**config.mk**
```make
export PLATFORM = sky130hd
export DESIGN_NAME = sdep_spi_command_framer
export DESIGN_NICKNAME = d
export VERILOG_FILES = /design/src/design/sdep_pkg.sv /design/src/design/sdep_ram.sv /design/src/design/sdep_ctrl.sv /design/src/design/sdep_outq.sv /design/src/design/sdep_spi_command_framer.sv
export SDC_FILE = /design/constraint.sdc
export NUM_CORES = 1
export LEC_CHECK = 0
export ABC_AREA = 1
export BUFFER_PORTS_ARGS = -buffer_cell sky130_fd_sc_hd__buf_2
export CORE_UTILIZATION = 55
export CTS_CLUSTER_SIZE = 20
export DETAILED_ROUTE_END_ITERATION = 6
export PLACE_DENSITY = 0.74
export REMOVE_ABC_BUFFERS = 1
export SLEW_MARGIN = 40
export SYNTH_ARGS = -nofsm -noshare
export SYNTH_HDL_FRONTEND = slang
export SYNTH_SLANG_ARGS = --single-unit
```
**constraint.sdc**
```tcl
create_clock -name aclk -period 3.2 [get_ports aclk]
set_input_delay 0.64 -clock aclk [delete_from_list [all_inputs] [get_ports aclk]]
set_output_delay 0.64 -clock aclk [all_outputs]
set_load 0.05 [all_outputs]
```
**src/design/sdep_pkg.sv**
```systemverilog
`default_nettype none
// ----------------------------------------------------------------------------
// sdep_pkg
// Shared types and constants for the serial command framer.
// ----------------------------------------------------------------------------
package sdep_pkg;

    // result kinds
    localparam logic [2:0] KIND_SEND = 3'd0;
    localparam logic [2:0] KIND_POLL = 3'd1;
    localparam logic [2:0] KIND_CHAR = 3'd2;
    localparam logic [2:0] KIND_PKT  = 3'd3;
    localparam logic [2:0] KIND_ERR  = 3'd4;
    localparam logic [2:0] KIND_BUSY = 3'd5;

    // link bytes
    localparam logic [7:0] FRAME_START = 8'h10;
    localparam logic [7:0] RESP_START  = 8'h20;
    localparam logic [7:0] ERR_START   = 8'h80;
    localparam logic [7:0] DEF_BYTE    = 8'hFE;
    localparam logic [7:0] ORC_BYTE    = 8'hFF;

    localparam logic [15:0] CMD_ID_RESET = 16'h0A00;

    typedef struct packed {
        logic       action;
        logic [7:0] data_byte;
        logic       end_of_command;
    } in_t;

    typedef struct packed {
        logic [2:0]  kind;
        logic [7:0]  out_byte;
        logic [15:0] error_code;
        logic        length_error;
        logic        reply_complete;
        logic        last;
    } result_t;

    // results of one item, handed from the control stage to the output stage
    typedef struct packed {
        logic [1:0] res_cnt;
        logic       res0_ram;   // res0.out_byte comes from the chunk RAM
        result_t    res0;
        result_t    res1;
    } desc_t;

    function automatic result_t mk_result(input logic [2:0] kind);
        result_t r;
        r      = '0;
        r.kind = kind;
        return r;
    endfunction

endpackage
`default_nettype wire

```
**src/design/sdep_ram.sv**
```systemverilog
`default_nettype none
// ----------------------------------------------------------------------------
// sdep_ram
// Generic single-write, single-read RAM with registered read data.
// ----------------------------------------------------------------------------
module sdep_ram #(
    parameter int WIDTH = 8,
    parameter int DEPTH = 16
) (
    input  wire logic                                         aclk,
    input  wire logic                                         we,
    input  wire logic [((DEPTH > 1) ? $clog2(DEPTH) : 1)-1:0] waddr,
    input  wire logic [WIDTH-1:0]                             wdata,
    input  wire logic                                         re,
    input  wire logic [((DEPTH > 1) ? $clog2(DEPTH) : 1)-1:0] raddr,
    output logic      [WIDTH-1:0]                             rdata
);
    logic [WIDTH-1:0] mem_reg [DEPTH];
    logic [WIDTH-1:0] rdata_reg;

    always_ff @(posedge aclk) begin
        if (we) begin
            mem_reg[waddr] <= wdata;
        end
        if (re) begin
            rdata_reg <= mem_reg[raddr];
        end
    end

    assign rdata = rdata_reg;

endmodule
`default_nettype wire

```
**src/design/sdep_ctrl.sv**
```systemverilog
`default_nettype none
// ----------------------------------------------------------------------------
// sdep_ctrl
// Framing/reply sequencer: updates state per input transfer, drives the chunk
// RAM and registers the results of the item for the output stage.
// ----------------------------------------------------------------------------
module sdep_ctrl
    import sdep_pkg::*;
#(
    parameter int MAX_CHUNK = 16
) (
    input  wire logic              aclk,
    input  wire logic              aresetn,
    input  wire logic              s_valid,
    output logic                   s_ready,
    input  wire in_t               s_data,
    input  wire logic [15:0]       command_id,
    // chunk RAM
    output logic                   ram_we,
    output logic [((MAX_CHUNK > 1) ? $clog2(MAX_CHUNK) : 1)-1:0] ram_waddr,
    output logic [7:0]             ram_wdata,
    output logic                   ram_re,
    output logic [((MAX_CHUNK > 1) ? $clog2(MAX_CHUNK) : 1)-1:0] ram_raddr,
    // to output stage
    output logic                   d_valid,
    output desc_t                  d_desc,
    input  wire logic              d_take
);
    localparam int AW = (MAX_CHUNK > 1) ? $clog2(MAX_CHUNK) : 1;
    localparam int CW = $clog2(MAX_CHUNK + 1);
    localparam logic [CW-1:0] MAX_C = CW'(MAX_CHUNK);

    localparam logic [2:0] PH_COLLECT   = 3'd0;
    localparam logic [2:0] PH_SEND_HEAD = 3'd1;
    localparam logic [2:0] PH_SEND_BODY = 3'd2;
    localparam logic [2:0] PH_HUNT      = 3'd3;
    localparam logic [2:0] PH_RESP_HEAD = 3'd4;
    localparam logic [2:0] PH_ERR_HEAD  = 3'd5;
    localparam logic [2:0] PH_PAYLOAD   = 3'd6;

    logic [2:0]    phase_reg,         phase_next;
    logic [CW-1:0] chunk_count_reg,   chunk_count_next;
    logic          chunk_more_reg,    chunk_more_next;
    logic [CW-1:0] send_index_reg,    send_index_next;
    logic [1:0]    header_count_reg,  header_count_next;
    logic [15:0]   reply_code_reg,    reply_code_next;
    logic [6:0]    reply_length_reg,  reply_length_next;
    logic          reply_more_reg,    reply_more_next;
    logic [6:0]    payload_count_reg, payload_count_next;
    logic          d_valid_reg,       d_valid_next;
    desc_t         desc_reg,          desc_next;

    logic          accept;
    logic [7:0]    b;
    logic [CW-1:0] cnt_inc;
    logic [CW-1:0] idx_inc;
    logic [6:0]    pc_inc;
    logic [1:0]    n;
    logic          r0_ram;
    result_t       r0, r1;

    function automatic logic [7:0] header_byte(input logic [1:0] hc,
                                               input logic [15:0] id,
                                               input logic [CW-1:0] cnt,
                                               input logic more);
        logic [7:0] v;
        case (hc)
            2'd0:    v = FRAME_START;
            2'd1:    v = id[7:0];
            2'd2:    v = id[15:8];
            default: v = {more, 7'(cnt)};
        endcase
        return v;
    endfunction

    assign s_ready = !d_valid_reg || d_take;
    assign accept  = s_valid && s_ready;
    assign b       = s_data.data_byte;
    assign cnt_inc = chunk_count_reg + 1'b1;
    assign idx_inc = send_index_reg + 1'b1;
    assign pc_inc  = payload_count_reg + 7'd1;

    always_comb begin
        phase_next         = phase_reg;
        chunk_count_next   = chunk_count_reg;
        chunk_more_next    = chunk_more_reg;
        send_index_next    = send_index_reg;
        header_count_next  = header_count_reg;
        reply_code_next    = reply_code_reg;
        reply_length_next  = reply_length_reg;
        reply_more_next    = reply_more_reg;
        payload_count_next = payload_count_reg;
        n                  = 2'd0;
        r0_ram             = 1'b0;
        r0                 = mk_result(KIND_POLL);
        r1                 = mk_result(KIND_POLL);
        ram_we             = 1'b0;

        if (!s_data.action) begin
            if (phase_reg != PH_COLLECT) begin
                r0 = mk_result(KIND_BUSY);
                n  = 2'd1;
            end else begin
                ram_we           = accept;
                chunk_count_next = cnt_inc;
                if (s_data.end_of_command || cnt_inc >= MAX_C) begin
                    chunk_more_next   = !s_data.end_of_command;
                    phase_next        = PH_SEND_HEAD;
                    header_count_next = 2'd0;
                    r0                = mk_result(KIND_SEND);
                    r0.out_byte       = FRAME_START;
                    n                 = 2'd1;
                end
            end
        end else begin
            unique case (phase_reg)
                PH_COLLECT: begin
                    n = 2'd0;
                end
                PH_SEND_HEAD: begin
                    r0 = mk_result(KIND_SEND);
                    n  = 2'd1;
                    if (b != DEF_BYTE && header_count_reg == 2'd3) begin
                        header_count_next = 2'd0;
                        phase_next        = PH_SEND_BODY;
                        send_index_next   = '0;
                        r0_ram            = 1'b1;
                    end else begin
                        if (b != DEF_BYTE) begin
                            header_count_next = header_count_reg + 2'd1;
                        end
                        r0.out_byte = header_byte(header_count_next, command_id,
                                                  chunk_count_reg, chunk_more_reg);
                    end
                end
                PH_SEND_BODY: begin
                    r0     = mk_result(KIND_SEND);
                    r0_ram = 1'b1;
                    n      = 2'd1;
                    if (b != DEF_BYTE) begin
                        if (idx_inc >= chunk_count_reg) begin
                            chunk_count_next = '0;
                            send_index_next  = '0;
                            r0_ram           = 1'b0;
                            if (chunk_more_reg) begin
                                chunk_more_next = 1'b0;
                                phase_next      = PH_COLLECT;
                                n               = 2'd0;
                            end else begin
                                phase_next = PH_HUNT;
                                r0         = mk_result(KIND_POLL);
                            end
                        end else begin
                            send_index_next = idx_inc;
                        end
                    end
                end
                PH_HUNT: begin
                    n = 2'd1;
                    if (b == RESP_START || b == ERR_START) begin
                        phase_next         = (b == ERR_START) ? PH_ERR_HEAD : PH_RESP_HEAD;
                        header_count_next  = 2'd0;
                        reply_code_next    = '0;
                        reply_length_next  = '0;
                        reply_more_next    = 1'b0;
                        payload_count_next = '0;
                    end
                end
                PH_RESP_HEAD: begin
                    n = 2'd1;
                    if (b == DEF_BYTE) begin
                        n = 2'd1;
                    end else if (b == ORC_BYTE) begin
                        reply_length_next = '0;
                        reply_more_next   = 1'b0;
                        r0                = mk_result(KIND_PKT);
                        r0.reply_complete = 1'b1;
                        phase_next        = PH_COLLECT;
                    end else if (header_count_reg == 2'd0) begin
                        reply_code_next   = {reply_code_reg[15:8], b};
                        header_count_next = 2'd1;
                    end else if (header_count_reg == 2'd1) begin
                        reply_code_next   = {b, reply_code_reg[7:0]};
                        header_count_next = 2'd2;
                    end else begin
                        reply_length_next  = b[6:0];
                        reply_more_next    = b[7];
                        header_count_next  = 2'd0;
                        payload_count_next = '0;
                        if (b[6:0] == 7'd0) begin
                            r0                = mk_result(KIND_PKT);
                            r0.reply_complete = !b[7];
                            phase_next        = b[7] ? PH_HUNT : PH_COLLECT;
                        end else begin
                            phase_next = PH_PAYLOAD;
                        end
                    end
                end
                PH_ERR_HEAD: begin
                    n = 2'd1;
                    if (b == DEF_BYTE) begin
                        n = 2'd1;
                    end else if (b == ORC_BYTE) begin
                        r0                = mk_result(KIND_ERR);
                        r0.error_code     = reply_code_reg;
                        r0.reply_complete = 1'b1;
                        phase_next        = PH_COLLECT;
                    end else if (header_count_reg == 2'd0) begin
                        reply_code_next   = {8'h00, b};
                        header_count_next = 2'd1;
                    end else begin
                        reply_code_next   = {b, reply_code_reg[7:0]};
                        header_count_next = 2'd0;
                        r0                = mk_result(KIND_ERR);
                        r0.error_code     = {b, reply_code_reg[7:0]};
                        r0.reply_complete = 1'b1;
                        phase_next        = PH_COLLECT;
                    end
                end
                PH_PAYLOAD: begin
                    n = 2'd1;
                    if (b == DEF_BYTE) begin
                        n = 2'd1;
                    end else if (b == ORC_BYTE) begin
                        r0                = mk_result(KIND_PKT);
                        r0.length_error   = 1'b1;
                        r0.reply_complete = !reply_more_reg;
                        phase_next        = reply_more_reg ? PH_HUNT : PH_COLLECT;
                    end else begin
                        n                  = 2'd2;
                        r0                 = mk_result(KIND_CHAR);
                        r0.out_byte        = b;
                        payload_count_next = pc_inc;
                        if (pc_inc >= reply_length_reg) begin
                            r1                = mk_result(KIND_PKT);
                            r1.reply_complete = !reply_more_reg;
                            phase_next        = reply_more_reg ? PH_HUNT : PH_COLLECT;
                        end
                    end
                end
                default: begin
                    n = 2'd0;
                end
            endcase
        end

        r0.last = (n == 2'd1);
        r1.last = 1'b1;

        desc_next.res_cnt  = n;
        desc_next.res0_ram = r0_ram;
        desc_next.res0     = r0;
        desc_next.res1     = r1;

        if (accept) begin
            d_valid_next = 1'b1;
        end else if (d_take) begin
            d_valid_next = 1'b0;
        end else begin
            d_valid_next = d_valid_reg;
        end
    end

    // chunk RAM: write while collecting, read the entry the next send needs
    assign ram_waddr = chunk_count_reg[AW-1:0];
    assign ram_wdata = b;
    assign ram_re    = accept;
    assign ram_raddr = send_index_next[AW-1:0];

    always_ff @(posedge aclk) begin
        if (!aresetn) begin
            phase_reg         <= PH_COLLECT;
            chunk_count_reg   <= '0;
            chunk_more_reg    <= 1'b0;
            send_index_reg    <= '0;
            header_count_reg  <= '0;
            reply_code_reg    <= '0;
            reply_length_reg  <= '0;
            reply_more_reg    <= 1'b0;
            payload_count_reg <= '0;
            d_valid_reg       <= 1'b0;
        end else begin
            d_valid_reg <= d_valid_next;
            if (accept) begin
                phase_reg         <= phase_next;
                chunk_count_reg   <= chunk_count_next;
                chunk_more_reg    <= chunk_more_next;
                send_index_reg    <= send_index_next;
                header_count_reg  <= header_count_next;
                reply_code_reg    <= reply_code_next;
                reply_length_reg  <= reply_length_next;
                reply_more_reg    <= reply_more_next;
                payload_count_reg <= payload_count_next;
            end
        end
    end

    always_ff @(posedge aclk) begin
        if (accept) begin
            desc_reg <= desc_next;
        end
    end

    assign d_valid = d_valid_reg;
    assign d_desc  = desc_reg;

    a_count_range: assert property (@(posedge aclk) disable iff (!aresetn)
        phase_reg == PH_COLLECT |-> chunk_count_reg < MAX_C)
        else $error("chunk count reached limit while collecting");

    a_send_index: assert property (@(posedge aclk) disable iff (!aresetn)
        phase_reg == PH_SEND_BODY |-> send_index_reg < chunk_count_reg)
        else $error("send index beyond chunk");

    a_desc_loaded: assert property (@(posedge aclk) disable iff (!aresetn)
        accept |=> d_valid_reg)
        else $error("accepted item lost before output stage");

endmodule
`default_nettype wire

```
**src/design/sdep_outq.sv**
```systemverilog
`default_nettype none
// ----------------------------------------------------------------------------
// sdep_outq
// Output stage: holds up to two results of one item, merges RAM read data.
// ----------------------------------------------------------------------------
module sdep_outq
    import sdep_pkg::*;
(
    input  wire logic       aclk,
    input  wire logic       aresetn,
    input  wire logic       d_valid,
    input  wire desc_t      d_desc,
    output logic            d_take,
    input  wire logic [7:0] ram_rdata,
    output logic            m_valid,
    input  wire logic       m_ready,
    output result_t         m_data
);
    logic [1:0] cnt_reg, cnt_next;
    result_t    q0_reg, q0_next;
    result_t    q1_reg, q1_next;
    logic       pop;
    logic [1:0] rem;
    result_t    head;

    assign pop    = (cnt_reg != 2'd0) && m_ready;
    assign rem    = cnt_reg - {1'b0, pop};
    assign d_take = d_valid && (d_desc.res_cnt == 2'd0 || rem == 2'd0);

    always_comb begin
        head = d_desc.res0;
        if (d_desc.res0_ram) begin
            head.out_byte = ram_rdata;
        end
        cnt_next = rem;
        q0_next  = q0_reg;
        q1_next  = q1_reg;
        if (d_take && d_desc.res_cnt != 2'd0) begin
            cnt_next = d_desc.res_cnt;
            q0_next  = head;
            q1_next  = d_desc.res1;
        end else if (pop) begin
            q0_next = q1_reg;
        end
    end

    always_ff @(posedge aclk) begin
        if (!aresetn) begin
            cnt_reg <= '0;
        end else begin
            cnt_reg <= cnt_next;
        end
    end

    always_ff @(posedge aclk) begin
        q0_reg <= q0_next;
        q1_reg <= q1_next;
    end

    assign m_valid = (cnt_reg != 2'd0);
    assign m_data  = q0_reg;

    a_cnt_range: assert property (@(posedge aclk) disable iff (!aresetn)
        cnt_reg != 2'd3)
        else $error("output stage overfilled");

    a_load: assert property (@(posedge aclk) disable iff (!aresetn)
        d_take && d_desc.res_cnt != 2'd0 |=> cnt_reg == $past(d_desc.res_cnt))
        else $error("output stage load count mismatch");

    a_no_overwrite: assert property (@(posedge aclk) disable iff (!aresetn)
        d_take && d_desc.res_cnt != 2'd0 |-> rem == 2'd0)
        else $error("results loaded over pending ones");

endmodule
`default_nettype wire

```
**src/design/sdep_spi_command_framer.sv**
```systemverilog
`default_nettype none
// Pipeline: the first result of an input transfer passes the control stage register,
//   then the output register, before it is presented. Throughput: one input per
//   cycle while each item gives at most one result and m_ready stays high; a
//   payload character followed by a poll or packet-done needs two output
//   transfers, set by the single output register pair.
// Reset: aresetn is synchronous, active low; phase returns to collecting, all
//   counters clear, command_id becomes 0x0A00. The chunk RAM is not cleared.
// ----------------------------------------------------------------------------
// sdep_spi_command_framer
// Frames host command bytes into chunks with a 4-byte header, resends on the
// link's default byte, then polls and parses the reply packets.
// ----------------------------------------------------------------------------
module sdep_spi_command_framer
    import sdep_pkg::*;
#(
    parameter int MAX_CHUNK = 16
) (
    input  wire logic        aclk,
    input  wire logic        aresetn,
    // input items: host bytes or bytes received in the last link transfer
    input  wire logic        s_valid,
    output logic             s_ready,
    input  wire in_t         s_data,
    // result items
    output logic             m_valid,
    input  wire logic        m_ready,
    output result_t          m_data,
    // command_id register write
    input  wire logic        cfg_valid,
    output logic             cfg_ready,
    input  wire logic [15:0] cfg_data
);
    localparam int AW = (MAX_CHUNK > 1) ? $clog2(MAX_CHUNK) : 1;

    logic [15:0]   command_id_reg;

    logic          ram_we;
    logic [AW-1:0] ram_waddr;
    logic [7:0]    ram_wdata;
    logic          ram_re;
    logic [AW-1:0] ram_raddr;
    logic [7:0]    ram_rdata;

    logic          d_valid;
    desc_t         d_desc;
    logic          d_take;

    // Register write is always taken; it lands in the header of the next
    // header byte computed, including a resend.
    assign cfg_ready = 1'b1;

    always_ff @(posedge aclk) begin
        if (!aresetn) begin
            command_id_reg <= CMD_ID_RESET;
        end else if (cfg_valid) begin
            command_id_reg <= cfg_data;
        end
    end

    // Chunk store: written one byte per host transfer, read one entry ahead
    // of the send stage so the data is ready when the output stage loads.
    sdep_ram #(
        .WIDTH (8),
        .DEPTH (MAX_CHUNK)
    ) u_chunk_ram (
        .aclk  (aclk),
        .we    (ram_we),
        .waddr (ram_waddr),
        .wdata (ram_wdata),
        .re    (ram_re),
        .raddr (ram_raddr),
        .rdata (ram_rdata)
    );

    // Sequencer: all per-item state, one item per cycle unless the output stage holds s_ready low.
    sdep_ctrl #(
        .MAX_CHUNK (MAX_CHUNK)
    ) u_ctrl (
        .aclk       (aclk),
        .aresetn    (aresetn),
        .s_valid    (s_valid),
        .s_ready    (s_ready),
        .s_data     (s_data),
        .command_id (command_id_reg),
        .ram_we     (ram_we),
        .ram_waddr  (ram_waddr),
        .ram_wdata  (ram_wdata),
        .ram_re     (ram_re),
        .ram_raddr  (ram_raddr),
        .d_valid    (d_valid),
        .d_desc     (d_desc),
        .d_take     (d_take)
    );

    // Output register pair: decouples the result side from the input side.
    sdep_outq u_outq (
        .aclk      (aclk),
        .aresetn   (aresetn),
        .d_valid   (d_valid),
        .d_desc    (d_desc),
        .d_take    (d_take),
        .ram_rdata (ram_rdata),
        .m_valid   (m_valid),
        .m_ready   (m_ready),
        .m_data    (m_data)
    );

endmodule
`default_nettype wire
```
Yosys cells after proc, flatten, opt, wreduce, memory -nomap -nowiden
Memories as Yosys holds them, arrays and structs flattened. A register that Yosys moved wholly into a read port is not among the register bits.
Cells that the tools add are included.
- register bits after elaboration: 187
- bits in writable memories: 128
- bits of input ports: 31
- output and inout bits: 33
- logic and storage cells: 268
- memories kept: 1
- add/subtract/negate cells: 5
- $lt $le $gt $ge: 3
- equality and inequality tests: 51
- muxes and demuxes: 127
- bitwise operators: 3
- reductions and logical operators: 40
- memories (memory ; words ; bits a word ; rd ports ; clocked after memory_dff ; wr ports ; line ; source):
    u_chunk_ram.mem_reg ; 16 ; 8 ; 1 ; 1 ; 1 ; sdep_ram.sv:18 ; logic [WIDTH-1:0] mem_reg [DEPTH];
- operators by type and width (cell ; number):
    30-bit two-way mux ; 14
    30-bit one-hot mux with 5 select lines ; 1
    16-bit two-way mux ; 8
    28-bit two-way mux ; 3
    7-bit two-way mux ; 11
    29-bit two-way mux ; 2
    3-bit two-way mux ; 18
    2-bit two-way mux ; 25
    16-bit one-hot mux with 3 select lines ; 1
    5-bit two-way mux ; 8
    10-bit AND reduction ; 3
    8-bit equality test (second input constant) ; 3
    1-bit two-way mux ; 24
    8-bit one-hot mux with 3 select lines ; 1
    7-bit one-hot mux with 3 select lines ; 1
    2-bit by 1-bit inequality test with 1-bit output (second input constant) ; 9
    2-bit inequality test (second input constant) ; 9
    3-bit inequality test (second input constant) ; 6
    3-bit one-hot mux with 6 select lines ; 1
    8-bit two-way mux ; 2
    3-bit by 2-bit inequality test with 1-bit output (second input constant) ; 5
    15-bit AND reduction ; 1
    7-bit one-hot mux with 2 select lines ; 1
    2-bit nonzero test ; 7
    37 further kinds ; 65

Depth between registers and ports, before layout
- depth in word-level cells: 12
- mapped depth: 19

Hierarchy
A second synthesis with hierarchy kept.
- cell total of the unflattened synthesis: 1579
- area total of the unflattened synthesis: 14174.8 um^2
- by module, submodules not included (module ; instances ; cells an instance ; area each (um^2) ; sequential area each (um^2)):
    sdep_ram ; 1 ; 551 ; 5850.6 ; 4083.9
    sdep_ctrl ; 1 ; 721 ; 5195.0 ; 2011.9
    sdep_outq ; 1 ; 207 ; 2452.4 ; 1841.8
    sdep_spi_command_framer ; 1 ; 100 ; 676.9 ; 320.3

Worst setup path before layout
Ideal clock, no wire load.
- path type: register to register
- from: reg u_outq.cnt_reg[0]
- to: mem u_chunk_ram.mem_reg[4][0], enable pin
- library setup time: 0.370 ns
- arrival: 3.251 ns
- data required time: 2.830 ns
- slack: -0.421 ns
- cell stages (with the launch flop): 14
- buffers on the path: 0
- cell sequence: dfxtp_1 > or2_2 > nand2_1 > inv_1 > ha_1 > xnor2_1 > nand2_1 > nand2_1 > nand2_2 > inv_2 > nand2_1 > inv_1 > nand2_1 > nor2_1
- longest elaborated chain between the ends: 12
- RTL lines (what ; line ; source):
    from (decl) ; sdep_outq.sv:19 ; logic [1:0] cnt_reg, cnt_next;
    from (signal assigned) ; sdep_outq.sv:51 ; cnt_reg <= cnt_next;
    2-bit nonzero test ; - ;
    net m_valid ; sdep_spi_command_framer.sv:26 ; output logic m_valid,
    1-bit logical AND ; sdep_outq.sv:26 ; assign pop = (cnt_reg != 2'd0) && m_ready;
    2-bit by 1-bit subtractor with 2-bit output ; sdep_outq.sv:27 ; assign rem = cnt_reg - {1'b0, pop};
    2-bit logical NOT ; sdep_outq.sv:28 ; assign d_take = d_valid && (d_desc.res_cnt == 2'd0 || rem == 2'd0);
    1-bit logical OR ; sdep_outq.sv:28 ;
    1-bit logical AND ; sdep_outq.sv:28 ;
    1-bit logical OR ; sdep_ctrl.sv:76 ; assign s_ready = !d_valid_reg || d_take;
    net s_ready ; sdep_spi_command_framer.sv:23 ; output logic s_ready,
    1-bit logical AND ; sdep_ctrl.sv:77 ; assign accept = s_valid && s_ready;
    net ram_re ; sdep_spi_command_framer.sv:41 ; logic ram_re;
    1-bit two-way mux ; sdep_ctrl.sv:100 ; if (phase_reg != PH_COLLECT) begin
    1-bit two-way mux ; sdep_ctrl.sv:99 ; if (!s_data.action) begin
    1-bit two-way mux ; sdep_ram.sv:22 ; if (we) begin
    1-bit two-way mux (implied by the code) ; sdep_ram.sv:23 ; mem_reg[waddr] <= wdata;
    to (decl) ; sdep_ram.sv:18 ;
The timed path passes the listed nets, and every way through them passes these cells.

Final worst setup path
- from: reg u_ctrl.send_index_reg[1]
- to: reg u_chunk_ram.rdata_reg[4], in the netlist u_chunk_ram.rdata[4], read port of u_chunk_ram.mem_reg, data pin
- longest elaborated chain between the ends: 6
- elaborated cells between the ends (all ways): 7
- those cells by class: add/sub (1); order compare (1); mux (5)
- RTL lines (what ; line ; source):
    from (decl) ; sdep_ctrl.sv:44 ; logic [CW-1:0] send_index_reg, send_index_next;
    from (signal assigned) ; sdep_ctrl.sv:288 ; send_index_reg <= send_index_next;
    5-bit by 1-bit adder with 5-bit output ; sdep_ctrl.sv:80 ; assign idx_inc = send_index_reg + 1'b1;
    5-bit >= comparator ; sdep_ctrl.sv:141 ; if (idx_inc >= chunk_count_reg) begin
    5-bit two-way mux ; sdep_ctrl.sv:141 ;
    5-bit two-way mux ; sdep_ctrl.sv:140 ; if (b != DEF_BYTE) begin
    5-bit one-hot mux with 2 select lines ; sdep_ctrl.sv:116 ; unique case (phase_reg)
    4-bit two-way mux (*) ; sdep_ctrl.sv:99 ;
    to (decl) ; sdep_ram.sv:19 ; logic [WIDTH-1:0] rdata_reg;
Mark *: on every way between the ends. The rest lies on a longest branch, timed or not. The select of a mux whose other input is x is not followed.
A chain may end at the register's enable or synchronous reset.

==> key figures <==
Outcome
  – Outcome: complete, no violations

Global route
  – Gr ovfl total: 0
  – Vias in the first global route: 9,141
  – Initial antenna violation count: 0
  – Largest net degree at the start of global routing: 65
  – Global-route wire length before repair: 49.76 mm
  – GRT Util Overall: 27.32%

Floorplanning
  – Die Span Y: 153.2 um
  – Initial core utilization: 56.88%
  – Core ar.: 22,090 um^2
  – IO Pins: 64
  – Die area: 23,460 um^2
  – Num rows: 54
  – Die width: 153.2 um

Routing
  – DR iter-0 viols: 1,121
  – Router iterations before antenna repair: 6
  – Antenna viol nets, final: 0
  – Via density: 5.643
  – DRC: 0
  – WL/cell: 17.97 um
  – Via count: 9,876
  – Overall routed net length: 31.45 mm

Critical path
  – Crit path DAT: 3.26 ns
  – Crit Path Class: reg2reg
  – CP max stage delay: 0.42 ns
  – Critical Path RT: 3.50 ns
  – Critical path, cell by cell: ha_1 -> nand3_1 -> xnor2_1 -> ha_1 -> a21oi_1 -> nand4_2 -> nand2_2 -> nand2_2 -> nand2_2 -> buf_12 -> nand2_1 -> nand3_1 -> nand3_1 -> nand3_1 -> nand2_1
  – Critical path's slowest cell: dfxtp_1
  – CP dominant cell by count: nand3_1
  – Critical-path maximum fanout: 39
  – Worst Setup End Kind: flip-flop
  – Startpoint Class: flip-flop

CTS
  – # H-tree levels: 1
  – Cts hold-fix bufs: 0
  – Clock latency on the worst-skew pair: 0.55 ns
  – Clk slew on worst S/H paths: 0.06 ns
  – Num CTS Buffers: 28
  – Postcts setup bufs: 0
  – Root Buffer: clkbuf_16
  – Max clock buf depth: 3
  – CTS tree: built
  – Clock sinks: 269

Power
  – Worst-case vdd ir drop: 386.1 uV
  – Leak pwr: 5.945 nW
  – Power Density: 711.7 nW/um^2

Place
  – Input/output buffers: 62
  – GPL Wtd Cong: 0.9380
  – HPWL Detailed: 21.67 mm
  – Area of placed instances: 13,410 um^2
  – Placed insts: 1,698

Synthesis
  – Synth Flop Type: edfxtp_1
  – Share of flip-flops with an asynchronous set or reset: 0%
  – Post-synthesis sequential area ratio: 59.02%
  – Post-synthesis mux area share: 0%
  – Cells after synthesis: 1,355
  – Largest family of logic cells by synthesized area: simple AND/OR/NAND/NOR gates
  – Synth Area in Adders: 2.290%
  – Cell area after synthesis: 12,570 um^2
  – Post-synthesis compound-gate area fraction: 7.079%
  – Simple-gate share of the synthesized area: 23.04%
  – Synth warnings: 0
  – Cell variety after synth: 47
  – Syn_area_per_cell: 9.275 um^2
  – Post-synth EDFFs: 203
  – Post-Synth XOR/XNOR Area: 0.6969%
  – Synth Register Bits: 269

Timing
  – Fmax: 337.7 MHz
  – Final hold vios: 0
  – Period minus WS final: 2.961 ns
  – Setup-failing EPs final: 0
  – Slew Viols, Final: 0
  – Hold Slack: 0.3097 ns
  – Max transition margin: 52.41%
  – RSZ-0062 raised after global routing: no
  – Slew @ Worst Pin: 0.7073 ns
  – Setup Skew: 0.01285 ns
  – Period utilization: 92.54%
  – Setup TNS: 0 ns

Layout
  – Area occupied by multi-input gates: 4172 um^2
  – Core Util, Final: 64.65%
  – Fillers: 1,822
  – Ant diodes: 0
  – Final Instance Count excl. Fillers: 1,750
  – Post-route cell area: 14,280 um^2
  – Area Overhead vs Synth: 13.66%
  – Max reg flops: 128
  – Ratio of cells with drive above 1 in the final layout: 13.47%
  – FF/Latch Area: 7418 um^2
  – Nets: 1,502

Flow run
  – Maximum capacitance violations: 0

Hold path
  – Hold WC Path Type: in2reg
==> cell families after synthesis <==
group                      Yosys count
DFF                                269
adders and majority gates           23
buffers and inverters              236
AOI/OAI and AO/OA                  152
xor gates and xnor gates            10
other                                1
and+or+nand+nor                    664
==> layout make-up <==
class	count	share of cell area, %
sequential	269	51.94
multi-input combinational	850	29.20
timing repair buffer	120	5.597
clock buffer	40	5.291
inverter	179	4.704
tap	280	2.453
clock inverter	12	0.8146
==> critical path, delay by kind of cell (launching register included) <==
family	cells	cell delay [ns]
and+or+nand+nor	10	1.12
adders and majority gates	2	0.50
DFF	1	0.42
xor gates and xnor gates	1	0.22
buffers and inverters	1	0.21
AOI/OAI and AO/OA	1	0.23
==> report_power, final <==
part           switching [mW]  internal [mW]  leakage [nW]
registers               0.155           4.21          2.43
clock network            1.31           1.80         0.418
logic                    1.99          0.703          3.10
==> per-stage QoR <==
step	total power [mW]	setup WS, ns
final	10.17	0.2387
after global routing	10.61	0.07743
after CTS	10.17	0.1984
after detailed placement	7.104	0.2097
after global placement	7.062	0.2707
after floorplan	6.249	-1.288
==> layout by cell type (no fill, tap or decap), drive strengths merged, types with 6 or more instances in the layout <==
| cell type | count |
|---|---|
| nand2 | 292 |
| edfxtp | 203 |
| nand3 | 183 |
| inv | 177 |
| nor2 | 152 |
| buf | 120 |
| dfxtp | 66 |
| a21oi | 62 |
| o21ai | 55 |
| clkbuf | 40 |
| ha | 23 |
| nand4 | 17 |
| clkinv | 11 |
| nor3 | 9 |
| a22oi | 8 |
| a32o | 7 |
| xor2 | 6 |
==> timing repair <==
item / CTS / global route
gates resized for setup: 0 / 2
endpoints found under the hold margin: 0 / 0
endpoints found under the setup margin: 0 / 5
==> Yosys cell counts, types with 2 or more instances <==
| master | instances | area share [%] |
|---|---|---|
| nand2_1 | 287 | 8.6 |
| edfxtp_1 | 203 | 49 |
| nand3_1 | 180 | 7.2 |
| inv_1 | 167 | 5.0 |
| nor2_1 | 140 | 4.2 |
| dfxtp_1 | 66 | 11 |
| a21oi_1 | 62 | 2.5 |
| o21ai_0 | 53 | 2.1 |
| ha_1 | 23 | 2.3 |
| buf_2 | 20 | 0.80 |
| clkbuf_1 | 19 | 0.57 |
| nand4_1 | 16 | 0.80 |
| buf_4 | 12 | 0.72 |
| inv_2 | 10 | 0.30 |
| nor2_2 | 9 | 0.45 |
| a22oi_1 | 8 | 0.48 |
| nor3_1 | 8 | 0.32 |
| a32o_1 | 7 | 0.56 |
| xor2_1 | 6 | 0.42 |
| a211oi_1 | 5 | 0.30 |
| nand2_2 | 5 | 0.25 |
| buf_6 | 4 | 0.36 |
| nor4_1 | 4 | 0.20 |
| o211ai_1 | 4 | 0.24 |
| or2_2 | 4 | 0.20 |
| xnor2_1 | 4 | 0.28 |
| nor2_4 | 3 | 0.27 |
| a31oi_1 | 2 | 0.10 |
| buf_1 | 2 | 0.060 |
| clkinv_1 | 2 | 0.060 |
| nand3_2 | 2 | 0.16 |
| o2111ai_1 | 2 | 0.14 |
| o22ai_1 | 2 | 0.10 |
==> final timing paths <==
check	cells past startpoint	slack [ns]	to	startpoint
max	15	0.24	u_chunk_ram.rdata[4]	u_ctrl.send_index_reg[1]
min reg2reg	0	0.42	u_outq.q1_reg[1]	u_ctrl.d_desc[1]
max reg2reg	15	0.24	u_chunk_ram.rdata[4]	u_ctrl.send_index_reg[1]
min	3	0.31	command_id_reg[9]	cfg_data[9]
==> per-layer routing <==
metal,routed length (um),share of wire [%],global-route usage (%)
met3,3243,10,5.869
met2,13700,44,40.92
met1,13660,43,39.86
met4,839,2.7,8.273
met5,0,0,0
(Power assumes the default switching activity.)
